File: config.mk
export PLATFORM = sky130hd
export DESIGN_NAME = adler32_checksum_device_unit
export DESIGN_NICKNAME = d
export VERILOG_FILES = /design/src/sv/adl32_pkg.sv /design/src/sv/adler32_checksum_device_unit.sv /design/src/sv/adl32_sums.sv /design/src/sv/adl32_emit.sv
export VERILOG_INCLUDE_DIRS = /design/src /design/src/sv
export SDC_FILE = /design/constraint.sdc
export NUM_CORES = 1
export LEC_CHECK = 0
export BUFFER_PORTS_ARGS = -buffer_cell sky130_fd_sc_hd__buf_4
export CAP_MARGIN = 20
export CORE_UTILIZATION = 35
export CTS_BUF_LIST = sky130_fd_sc_hd__clkbuf_4
export CTS_CLUSTER_DIAMETER = 150
export DETAILED_ROUTE_END_ITERATION = 8
export GPL_ROUTABILITY_DRIVEN = 0
export GPL_TIMING_DRIVEN = 0
export HOLD_SLACK_MARGIN = 0.03
export PLACE_DENSITY = 0.49
export RECOVER_POWER = 50
export SYNTH_ARGS = -nofsm -noshare
export SYNTH_HDL_FRONTEND = slang
export SYNTH_SLANG_ARGS = --single-unit
File: constraint.sdc
create_clock -name clk -period 7 [get_ports clk]
set_input_delay 0.7 -clock clk [delete_from_list [all_inputs] [get_ports clk]]
set_output_delay 0.7 -clock clk [all_outputs]
set_load 0.005 [all_outputs]
File: src/sv/adler32_checksum_device_unit_defines.svh
// ----------------------------------------------------------------------------
// Adler-32 checksum device assertion macros
// Concurrent check wrappers, removed when SYNTHESIS is defined.
// ----------------------------------------------------------------------------
`ifndef ADLER32_CHECKSUM_DEVICE_UNIT_DEFINES_SVH
`define ADLER32_CHECKSUM_DEVICE_UNIT_DEFINES_SVH

`ifndef SYNTHESIS
// check sampled on clk, disabled while rst_n is low
`define ADL_ASSERT(lbl, prop, msg) \
  lbl: assert property (@(posedge clk) disable iff (!rst_n) prop) else $error(msg);
// check sampled on clk, also active during reset
`define ADL_ASSERT_ALWAYS(lbl, prop, msg) \
  lbl: assert property (@(posedge clk) prop) else $error(msg);
`else
`define ADL_ASSERT(lbl, prop, msg)
`define ADL_ASSERT_ALWAYS(lbl, prop, msg)
`endif

`endif

File: src/sv/adl32_pkg.sv
// ----------------------------------------------------------------------------
// Adler-32 checksum device package
// Request and result types, codes and small helper functions.
// ----------------------------------------------------------------------------
`default_nettype none

package adl32_pkg;

  // adler modulus and text length
  localparam logic [15:0] ADLER_MOD = 16'd65521;
  localparam int unsigned TEXT_LEN  = 8;

  // request function codes
  localparam logic FUNC_WRITE = 1'b0;
  localparam logic FUNC_READ  = 1'b1;

  // result status codes
  localparam logic [1:0] ST_CHAR    = 2'd0;
  localparam logic [1:0] ST_EOF     = 2'd1;
  localparam logic [1:0] ST_BADSIZE = 2'd2;

  // input request
  typedef struct packed {
    logic        func;
    logic [7:0]  data_byte;
    logic [15:0] read_position;
    logic [15:0] read_size;
  } adl_in_t;

  // output result
  typedef struct packed {
    logic [1:0] status;
    logic [7:0] text_char;
    logic       last;
  } adl_out_t;

  // read launch from the request stage to the text emitter
  typedef struct packed {
    logic        load;
    logic [1:0]  status;
    logic [2:0]  idx;
    logic [31:0] word;
  } adl_emit_req_t;

  // nibble of the checksum word for character position idx (0 = most significant)
  function automatic logic [3:0] nib_sel(input logic [31:0] word, input logic [2:0] idx);
    logic [3:0] nib;
    case (idx)
      3'd0:    nib = word[31:28];
      3'd1:    nib = word[27:24];
      3'd2:    nib = word[23:20];
      3'd3:    nib = word[19:16];
      3'd4:    nib = word[15:12];
      3'd5:    nib = word[11:8];
      3'd6:    nib = word[7:4];
      3'd7:    nib = word[3:0];
      default: nib = 4'd0;
    endcase
    return nib;
  endfunction

  // lowercase ascii hex digit
  function automatic logic [7:0] hex_char(input logic [3:0] nib);
    logic [7:0] c;
    if (nib < 4'd10) begin
      c = 8'h30 + {4'd0, nib};
    end else begin
      c = 8'h57 + {4'd0, nib};
    end
    return c;
  endfunction

endpackage

`default_nettype wire

File: src/sv/adler32_checksum_device_unit.sv
// ----------------------------------------------------------------------------
// Adler-32 checksum device
// Byte-wide Adler-32 accumulator with a hex text read-out channel.
// ----------------------------------------------------------------------------
// Each request is registered, then handled in one pass: a write byte updates
// both sums as it leaves the request register, so writes stream at one byte
// per clock while no read waits ahead of them. A read launches into the
// result register and then occupies the result port while its text goes out
// (8 - read_position characters for a normal read, one status result for a
// short or past-end read, each held by out_stall); a request queued behind a
// read waits only while that read's text is still going out. No clearing
// pass is needed after reset.
`default_nettype none

module adler32_checksum_device_unit
  import adl32_pkg::*;
(
  input  wire logic    clk,
  input  wire logic    rst_n,
  input  wire logic    in_valid,
  output logic         in_stall,
  input  wire adl_in_t in_data,
  output logic         out_valid,
  input  wire logic    out_stall,
  output adl_out_t     out_data
);

  logic          item_vld_r, item_vld_nxt;
  adl_in_t       item_r;
  logic          item_adv;
  logic          in_take;
  logic          emit_free;
  logic          is_write;
  logic          size_bad;
  logic          pos_eof;
  logic [31:0]   word;
  adl_emit_req_t emit_req;

  assign is_write = (item_r.func == FUNC_WRITE);
  assign size_bad = ~|item_r.read_size[15:3];
  assign pos_eof  = |item_r.read_position[15:3];

  // request stage handshake
  assign item_adv = item_vld_r && (is_write || emit_free);
  assign in_stall = item_vld_r && !item_adv;
  assign in_take  = in_valid && !in_stall;

  always_comb begin
    item_vld_nxt = item_vld_r;
    if (in_take) begin
      item_vld_nxt = 1'b1;
    end else if (item_adv) begin
      item_vld_nxt = 1'b0;
    end
  end

  always_ff @(posedge clk) begin
    if (!rst_n) begin
      item_vld_r <= 1'b0;
    end else begin
      item_vld_r <= item_vld_nxt;
    end
  end

  always_ff @(posedge clk) begin
    if (in_take) begin
      item_r <= in_data;
    end
  end

  // read classification
  always_comb begin
    emit_req.load = item_adv && !is_write;
    emit_req.idx  = item_r.read_position[2:0];
    emit_req.word = word;
    if (size_bad) begin
      emit_req.status = ST_BADSIZE;
    end else if (pos_eof) begin
      emit_req.status = ST_EOF;
    end else begin
      emit_req.status = ST_CHAR;
    end
  end

  adl32_sums u_sums (
    .clk       (clk),
    .rst_n     (rst_n),
    .upd       (item_adv && is_write),
    .data_byte (item_r.data_byte),
    .clr       (emit_req.load && emit_req.status == ST_CHAR),
    .word      (word)
  );

  adl32_emit u_emit (
    .clk       (clk),
    .rst_n     (rst_n),
    .req       (emit_req),
    .free      (emit_free),
    .out_valid (out_valid),
    .out_stall (out_stall),
    .out_data  (out_data)
  );

endmodule

`default_nettype wire

File: src/sv/adl32_sums.sv
// ----------------------------------------------------------------------------
// Adler-32 running sums
// Low and high sums modulo 65521, one byte added a cycle while upd is high, cleared on clr.
// ----------------------------------------------------------------------------
`default_nettype none
`include "adler32_checksum_device_unit_defines.svh"

module adl32_sums
  import adl32_pkg::*;
(
  input  wire logic        clk,
  input  wire logic        rst_n,
  input  wire logic        upd,
  input  wire logic [7:0]  data_byte,
  input  wire logic        clr,
  output logic [31:0]      word
);

  logic [15:0] sum_low_r,  sum_low_nxt;
  logic [15:0] sum_high_r, sum_high_nxt;
  logic [16:0] low_ext;
  logic [16:0] high_ext;
  logic [15:0] low_new;
  logic [15:0] high_new;

  // low sum plus byte, one conditional subtract
  always_comb begin
    low_ext = {1'b0, sum_low_r} + {9'd0, data_byte};
    if (low_ext >= {1'b0, ADLER_MOD}) begin
      low_new = 16'(low_ext - {1'b0, ADLER_MOD});
    end else begin
      low_new = low_ext[15:0];
    end
  end

  // high sum plus new low sum, one conditional subtract
  always_comb begin
    high_ext = {1'b0, sum_high_r} + {1'b0, low_new};
    if (high_ext >= {1'b0, ADLER_MOD}) begin
      high_new = 16'(high_ext - {1'b0, ADLER_MOD});
    end else begin
      high_new = high_ext[15:0];
    end
  end

  // next sums
  always_comb begin
    sum_low_nxt  = sum_low_r;
    sum_high_nxt = sum_high_r;
    if (clr) begin
      sum_low_nxt  = 16'd1;
      sum_high_nxt = 16'd0;
    end else if (upd) begin
      sum_low_nxt  = low_new;
      sum_high_nxt = high_new;
    end
  end

  always_ff @(posedge clk) begin
    if (!rst_n) begin
      sum_low_r  <= 16'd1;
      sum_high_r <= 16'd0;
    end else begin
      sum_low_r  <= sum_low_nxt;
      sum_high_r <= sum_high_nxt;
    end
  end

  assign word = {sum_high_r, sum_low_r};

  // sums stay reduced and a read leaves the reset values behind
  `ADL_ASSERT(a_low_reduced, sum_low_r < ADLER_MOD, "low sum not reduced")
  `ADL_ASSERT(a_high_reduced, sum_high_r < ADLER_MOD, "high sum not reduced")
  `ADL_ASSERT(a_clr_resets, clr |=> (sum_low_r == 16'd1 && sum_high_r == 16'd0),
              "sums not reset after read")

endmodule

`default_nettype wire

File: src/sv/adl32_emit.sv
// ----------------------------------------------------------------------------
// Adler-32 text emitter
// Registered result port that sends one status result or a run of hex characters per read.
// ----------------------------------------------------------------------------
`default_nettype none
`include "adler32_checksum_device_unit_defines.svh"

module adl32_emit
  import adl32_pkg::*;
(
  input  wire logic          clk,
  input  wire logic          rst_n,
  input  wire adl_emit_req_t req,
  output logic               free,
  output logic               out_valid,
  input  wire logic          out_stall,
  output adl_out_t           out_data
);

  logic        out_vld_r,  out_vld_nxt;
  adl_out_t    out_data_r, out_data_nxt;
  logic [31:0] word_r,     word_nxt;
  logic [2:0]  idx_r,      idx_nxt;
  logic        take;
  logic [1:0]  sel_status;
  logic [2:0]  sel_idx;
  logic [31:0] sel_word;

  assign take = out_vld_r && !out_stall;
  assign free = !out_vld_r || (take && out_data_r.last);

  // choose between a new read and the next character of the current one
  always_comb begin
    if (req.load) begin
      sel_status = req.status;
      sel_idx    = req.idx;
      sel_word   = req.word;
    end else begin
      sel_status = ST_CHAR;
      sel_idx    = idx_r + 3'd1;
      sel_word   = word_r;
    end
  end

  // next result register
  always_comb begin
    out_vld_nxt  = out_vld_r;
    word_nxt     = word_r;
    idx_nxt      = idx_r;
    out_data_nxt = out_data_r;
    if (req.load || (take && !out_data_r.last)) begin
      out_vld_nxt            = 1'b1;
      word_nxt               = sel_word;
      idx_nxt                = sel_idx;
      out_data_nxt.status    = sel_status;
      out_data_nxt.text_char = (sel_status == ST_CHAR) ?
                               hex_char(nib_sel(sel_word, sel_idx)) : 8'd0;
      out_data_nxt.last      = (sel_status != ST_CHAR) || (sel_idx == 3'd7);
    end else if (take) begin
      out_vld_nxt = 1'b0;
    end
  end

  // control
  always_ff @(posedge clk) begin
    if (!rst_n) begin
      out_vld_r <= 1'b0;
    end else begin
      out_vld_r <= out_vld_nxt;
    end
  end

  // payload
  always_ff @(posedge clk) begin
    out_data_r <= out_data_nxt;
    word_r     <= word_nxt;
    idx_r      <= idx_nxt;
  end

  assign out_valid = out_vld_r;
  assign out_data  = out_data_r;

  // result sequencing checks
  `ADL_ASSERT(a_status_last, (out_vld_r && out_data_r.status != ST_CHAR) |-> out_data_r.last,
              "status result without last")
  `ADL_ASSERT(a_char_last, (out_vld_r && out_data_r.status == ST_CHAR) |->
              (out_data_r.last == (idx_r == 3'd7)), "last misplaced in text")
  `ADL_ASSERT(a_char_step, (take && !out_data_r.last && !req.load) |=>
              (out_vld_r && idx_r == $past(idx_r) + 3'd1), "text position skipped")
  `ADL_ASSERT(a_load_free, req.load |-> free, "read launched while text busy")

endmodule

`default_nettype wire

==> flow_metrics.py, run 1 <==
metrics = {
    "flow_run": {
        "maxCapViolations": 0,
    },
    "timing": {
        "totalNegativeSetupSlack_ps": 0,
        "fin_skew_ps": 21.19,
        "max_freq_ghz": 0.1565,
        "hold_violations": 0,
        "fin_ws_ps": 611.1,
        "max_slew_margin_pct": 6.341,
        "fin_crit_ps": 6389,
        "min_period_over_period_pct": 91.27,
        "report.final.slew_viol_count": 0,
        "rsz0062_at_grt": "false",
        "setup_viol": 0,
        "tightest_slew_ps": 1402,
    },
    "placed_design": {
        "dp_hpwl_mm": 13.91,
        "place_ws_ps": 666.5,
        "numPortBuffers": 53,
    },
    "synth": {
        "syn_nets": 725,
        "synth-edff-count": 83,
        "yosys.cell_types.count": 76,
        "yosys_warnings": 0,
        "netlist_area_um2": 6879,
        "synthCells": 646,
        "ys_seq_area_share_pct": 46.13,
        "ys_seq_elements": 117,
        "synthFlopType": "edfxtp_1",
        "avgSynthCellArea_um2": 10.65,
        "synth_async_sr_flop_share_pct": 0,
    },
    "drt": {
        "totalWireLength_mm": 18.24,
        "drt-initial-drc-count": 303,
        "ant_nets": 0,
        "first_pass_iters": 4,
        "wl_per_cell_um": 18.35,
        "drc": 0,
        "vias_per_cell": 5.333,
        "vias": 5301,
    },
    "critical_path": {
        "r2r_cells": 23,
        "setup.worst_path.start": "u_sums.sum_low_r[0]$_SDFFE_PP1P_",
        "reg2reg_to": "u_sums.sum_high_r[2]$_SDFFE_PP0P_",
        "worst-path-max-fanout": 10,
        "end_kind": "flip-flop",
        "endpoint": "u_sums.sum_high_r[2]$_SDFFE_PP0P_",
        "regToRegSetupSlack_ps": 610,
        "cp_data_required_time_ps": 7440,
        "worstSetupStartpointType": "flip-flop",
        "r2r-start": "u_sums.sum_low_r[0]$_SDFFE_PP1P_",
        "crit_arrival_ps": 6820,
        "worstSetupPathType": "flip-flop to flip-flop",
    },
    "cts": {
        "postCtsSetupBuffers": 0,
        "cts_max_level": 4,
        "root_buffer": "clkbuf_4",
        "clkTransAtPathRegs_ps": 130,
        "post_cts_resize_count": 0,
        "cts_buffer_depth": 2,
        "clk_latency_ps": 540,
        "cts_sinks": 117,
        "cts-buffers-inserted": 17,
        "cts_hold_buf": 0,
        "cts_tree": "yes",
    },
    "grt": {
        "grt-ovfl-total": 0,
        "track_usage_pct": 18.76,
        "grt_start_max_net_pins": 24,
        "antenna_found_initial": 1,
        "grt_pass1_vias": 5149,
        "grt_pass1_wl_mm": 28.27,
    },
    "floorplanning": {
        "ios": 58,
        "core_um2": 18960,
        "initial_core_util_pct": 36.29,
        "num_rows": 50,
        "dieArea_um2": 20220,
        "die_height_um": 142.2,
        "die_w_um": 142.2,
    },
    "power": {
        "swShare_pct": 30.68,
        "seqPwrFrac_pct": 47.2,
        "p_leak_nw": 3.034,
        "netSwitchingPower_mw": 0.5210,
        "clkPwrFrac_pct": 33.2,
        "ir_worst_vdd_v": 0.0001437,
        "cellPowerDensity_nw_per_um2": 214.2,
        "pwr-share-comb_pct": 19.7,
        "p_int_mw": 1.177,
    },
    "status": {
        "outcome": "complete, no violations",
    },
    "layout": {
        "syn_to_final_growth_pct": 15.26,
        "layout_common_cells": "edfxtp_1 (83), clkbuf_4 (64), nand2_1 (49)",
        "final_common_cell": "edfxtp_1",
        "drive_above_1_share_pct": 18.83,
        "fillers": 1895,
        "final_nets": 799,
    },
    "min_path": {
        "min_path_type": "input pin to flip-flop",
    },
}
## registers in the layout, indices dropped and copies added (netlist names)
register	cells
emit_req	3
item_r	35
item_vld_r	1
u_emit.idx_r	3
u_emit.out_data	10
u_emit.out_valid	1
u_emit.word_r	32
u_sums.sum_high_r	16
u_sums.sum_low_r	16
## worst min-delay path by stage
stage	end	startpoint	depth (start not counted)	slack [ps]
2_1_floorplan	u_sums.sum_high_r[14]$_SDFFE_PP0P_	u_sums.sum_high_r[14]$_SDFFE_PP0P_	2	450
3_3_place_gp	u_sums.sum_high_r[14]$_SDFFE_PP0P_	u_sums.sum_high_r[14]$_SDFFE_PP0P_	2	490
3_5_place_dp	u_sums.sum_high_r[14]$_SDFFE_PP0P_	u_sums.sum_high_r[14]$_SDFFE_PP0P_	2	480
4_1_cts	item_r[26]$_DFFE_PP_	in_data[26]	1	280
5_1_grt	item_r[40]$_DFFE_PP_	in_data[40]	1	280
6_report	item_r[26]$_DFFE_PP_	in_data[26]	1	350
## per-stage QoR
step | util, % | total power, mW | cells | hold slack, ps | area [µm²]
final | 41.83 | 1.698 | 994 | 347.7 | 7929
after global routing | 41.83 | 1.785 | 994 | 282.2 | 7929
after CTS | 42.15 | 1.722 | 993 | 280.4 | 7989
after detailed placement | 40.45 | 1.156 | 961 | 484.8 | 7667
after global placement | 40.11 | 1.146 | 959 | 491.5 | 7602
after floorplan | - | 1.049 | 646 | 447.8 | 6879
## synth_stat cells (all sizes together), types with 3 or more instances
master  number  share of area (%)
edfxtp      83                 36
nand2       50                2.7
a21oi       44                3.4
nor2        35                1.9
dfxtp       34                9.9
o21ai       33                2.4
ha          32                5.8
mux2        30                4.9
inv         23                1.3
nand3       23                1.7
xor2        22                2.8
clkbuf      19                1.1
mux2i       18                3.0
xnor2       16                2.0
nand4       15                1.5
a21o        14                1.5
a31oi       13                1.2
buf         11                1.1
nor3         9               0.73
nor4         9               0.82
and3         8               0.73
o21a         7               0.76
o21ba        7                1.0
o31ai        7               0.91
or3          6               0.55
a211oi       5               0.76
a31o         5               0.64
a41o         5               0.73
and2         5               0.45
nand2b       5               0.45
nor2b        5               0.45
and4         4               0.55
o211ai       4               0.51
or2          4               0.36
nand3b       3               0.33
nor3b        3               0.47
o31a         3               0.38
## power groups by stage
stage	clock [mW]	combinational, mW	sequential [mW]
final	0.563	0.334	0.801
after global routing	0.611	0.369	0.805
after CTS	0.579	0.341	0.801
after detailed placement	0	0.339	0.817
after global placement	0	0.328	0.818
after floorplan	0	0.240	0.809
## kinds of logic after synthesis
logic type               count (synthesis)  synth area share [%]
AND/OR/NAND/NOR                        188                 14.19
AO/OA/AOI/OAI                          167                 17.08
XOR/XNOR                                38                 4.838
flip-flops                             117                 46.13
adder cells (fa/ha/maj)                 34                 6.402
other                                    1               0.05451
buffers and inverters                   53                 3.437
multiplexers                            48                 7.875
## routing by layer
metal | GRT usage, % | part of all wire [%] | up-vias
met5 | 0 | 0 | -
met4 | 5.716 | 1.9 | 0
met3 | 4.105 | 3.6 | 21
met2 | 30.96 | 47 | 118
met1 | 24.46 | 47 | 2571
li1 | - | - | 2591
## critical path, cell delays in order (launching register included)
cell and delay [ps]:
dfxtp_1 470, ha_1 230, inv_1 60, fa_1 400
nor2b_1 210, o31ai_2 150, a311oi_4 380, nand3_1 230
or2_2 340, clkbuf_1 230, nand2_1 210, mux2i_1 390
inv_1 80, ha_1 300, a211oi_1 400, o211ai_2 160
a21oi_1 380, o21bai_1 150, xor2_1 370, and4_4 330
a41o_1 340, buf_6 200, nor2_1 60, nor4_1 230
## area by class of cell
| cell class | instances | area [µm²] | share of cell area (%) |
|---|---|---|---|
| inverters | 23 | 86.33 | 1.089 |
| diodes | 1 | 2.502 | 0.03156 |
| multi-input cells | 476 | 3468 | 43.74 |
| plain buffers | 30 | 133.9 | 1.688 |
| well taps | 260 | 325.3 | 4.103 |
| repair buffers | 55 | 417.9 | 5.271 |
| clock inverters | 14 | 186.4 | 2.351 |
| flip-flops and latches | 117 | 3173 | 40.02 |
| clock buffers | 18 | 135.1 | 1.704 |
Power figures use the tool's default switching activity.
==> run 2: changes to the inputs <==
Clock period 7 ns to 8.15 ns, I/O delays scaled along.
==> run 2 against run 1 <==
Die area did not move; global-route usage did not move; sequential cell count stayed put; core utilization is essentially flat; cell count did not move; critical path depth grew 1; critical path type unchanged.
==> flow_metrics.py, run 2 (synthesis results as in run 1) <==
metrics = {
    "drt": {
        "first_pass_iters": 5,
        "drt-initial-drc-count": 288,
        "vias": 5296,
        "vias_per_cell": 5.328,
        "drc": 0,
        "ant_nets": 0,
        "totalWireLength_mm": 18.23,
        "wl_per_cell_um": 18.34,
    },
    "floorplanning": {
        "num_rows": 50,
        "core_um2": 18960,
        "initial_core_util_pct": 36.29,
        "ios": 58,
        "die_height_um": 142.2,
        "die_w_um": 142.2,
        "dieArea_um2": 20220,
    },
    "placed_design": {
        "dp_hpwl_mm": 13.91,
        "numPortBuffers": 53,
        "place_ws_ps": 1816,
    },
    "timing": {
        "setup_viol": 0,
        "tightest_slew_ps": 1409,
        "totalNegativeSetupSlack_ps": 0,
        "fin_skew_ps": 21.05,
        "max_slew_margin_pct": 5.883,
        "rsz0062_at_grt": "false",
        "fin_crit_ps": 6366,
        "max_freq_ghz": 0.1571,
        "fin_ws_ps": 1784,
        "min_period_over_period_pct": 78.11,
        "report.final.slew_viol_count": 0,
        "hold_violations": 0,
    },
    "cts": {
        "cts-buffers-inserted": 17,
        "clk_latency_ps": 540,
        "root_buffer": "clkbuf_4",
        "clkTransAtPathRegs_ps": 130,
        "cts_sinks": 117,
        "postCtsSetupBuffers": 0,
        "cts_max_level": 4,
        "cts_hold_buf": 0,
        "post_cts_resize_count": 0,
        "cts_tree": "yes",
        "cts_buffer_depth": 2,
    },
    "critical_path": {
        "worst-path-buf-inv": 4,
        "worst-path-max-fanout": 10,
        "regToRegSetupSlack_ps": 1780,
        "crit_chain": "ha_1 -> inv_1 -> fa_1 -> nor2b_1 -> o31ai_2 -> a311oi_4 -> nand3_1 -> or2_2 -> clkbuf_1 -> nand2_1 -> xnor2_1 -> ha_1 -> inv_1 -> fa_1 -> nand3b_1 -> a211oi_2 -> nor3_2 -> a21oi_1 -> xor2_1 -> and4_4 -> a41o_1 -> buf_6 -> nor2_1 -> nor4_1",
        "cp_slowest_stage_delay_ps": 470,
        "crit_arrival_ps": 6800,
        "cp_data_required_time_ps": 8590,
        "cp_top_family": "simple AND/OR/NAND/NOR gates",
        "worstSetupStartpointType": "flip-flop",
        "end_kind": "flip-flop",
        "cp_slowest_cell": "dfxtp_1",
        "worstSetupPathType": "flip-flop to flip-flop",
    },
    "power": {
        "clkPwrFrac_pct": 33.1,
        "pwr-share-comb_pct": 19.7,
        "p_leak_nw": 3.040,
        "cellPowerDensity_nw_per_um2": 183.8,
        "swShare_pct": 30.65,
        "ir_worst_vdd_v": 0.0001234,
        "seqPwrFrac_pct": 47.2,
        "p_int_mw": 1.011,
        "netSwitchingPower_mw": 0.4469,
    },
    "layout": {
        "reg_top3": "item_r x35, u_emit.word_r x32",
        "regMostFlops": "item_r",
        "drive_above_1_share_pct": 18.55,
        "largest_register_ffs": 35,
        "syn_to_final_growth_pct": 15.31,
        "layout_common_cells": "edfxtp_1 (83), clkbuf_4 (61), nand2_1 (49)",
        "final_common_cell": "edfxtp_1",
        "final_nets": 799,
    },
    "status": {
        "outcome": "complete, no violations",
    },
    "grt": {
        "grt_pass1_vias": 5149,
        "antenna_found_initial": 1,
        "grt_pass1_wl_mm": 28.27,
        "grt_start_max_net_pins": 24,
        "grt-ovfl-total": 0,
        "track_usage_pct": 18.76,
    },
    "min_path": {
        "min_path_type": "input pin to flip-flop",
    },
    "flow_run": {
        "maxCapViolations": 0,
    },
}
-- run 2: power groups by stage --
| stage | registers [mW] | clock network (mW) | logic, mW |
|---|---|---|---|
| after floorplan | 0.695 | 0 | 0.206 |
| final | 0.688 | 0.483 | 0.287 |
| after detailed placement | 0.702 | 0 | 0.291 |
| after global routing | 0.692 | 0.525 | 0.317 |
| after global placement | 0.703 | 0 | 0.282 |
| after CTS | 0.688 | 0.498 | 0.293 |
-- run 2: path summary, 6_finish.rpt --
| path | start | endpoint | depth (start not counted) |
|---|---|---|---|
| min reg2reg | u_sums.sum_high_r[14]$_SDFFE_PP0P_ | u_sums.sum_high_r[14]$_SDFFE_PP0P_ | 2 |
| max reg2reg | u_sums.sum_low_r[0]$_SDFFE_PP1P_ | u_sums.sum_high_r[2]$_SDFFE_PP0P_ | 24 |
| max | u_sums.sum_low_r[0]$_SDFFE_PP1P_ | u_sums.sum_high_r[2]$_SDFFE_PP0P_ | 24 |
| min | in_data[26] | item_r[26]$_DFFE_PP_ | 1 |
-- run 2: area by class of cell --
| cell class | instances | area (µm²) |
|---|---|---|
| Fill cell | 1893 | 11020 |
| Multi-Input combinational cell | 476 | 3468 |
| Sequential cell | 117 | 3173 |
| Timing Repair Buffer | 55 | 421.7 |
| Tap cell | 260 | 325.3 |
| Clock inverter | 14 | 186.4 |
| Clock buffer | 18 | 135.1 |
| Buffer | 30 | 133.9 |
| Inverter | 23 | 86.33 |
| Antenna cell | 1 | 2.502 |
-- run 2: stage by stage --
| step | hold WS (ps) | cell area (µm²) | power [mW] | std cells | utilization (%) |
|---|---|---|---|---|---|
| after floorplan | 447.8 | 6879 | 0.9009 | 646 | - |
| after global placement | 491.5 | 7602 | 0.9845 | 959 | 40.11 |
| after detailed placement | 484.8 | 7667 | 0.9926 | 961 | 40.45 |
| after CTS | 395.4 | 7989 | 1.479 | 993 | 42.15 |
| after global routing | 397.2 | 7933 | 1.533 | 994 | 41.85 |
| final | 464.2 | 7933 | 1.458 | 994 | 41.85 |
-- run 2: metal layers --
| layer | global-route usage (%) | wire (µm) |
|---|---|---|
| met3 | 4.105 | 689 |
| met2 | 30.96 | 8657 |
| met1 | 24.46 | 8558 |
| met4 | 5.716 | 321 |
| met5 | 0 | 0 |
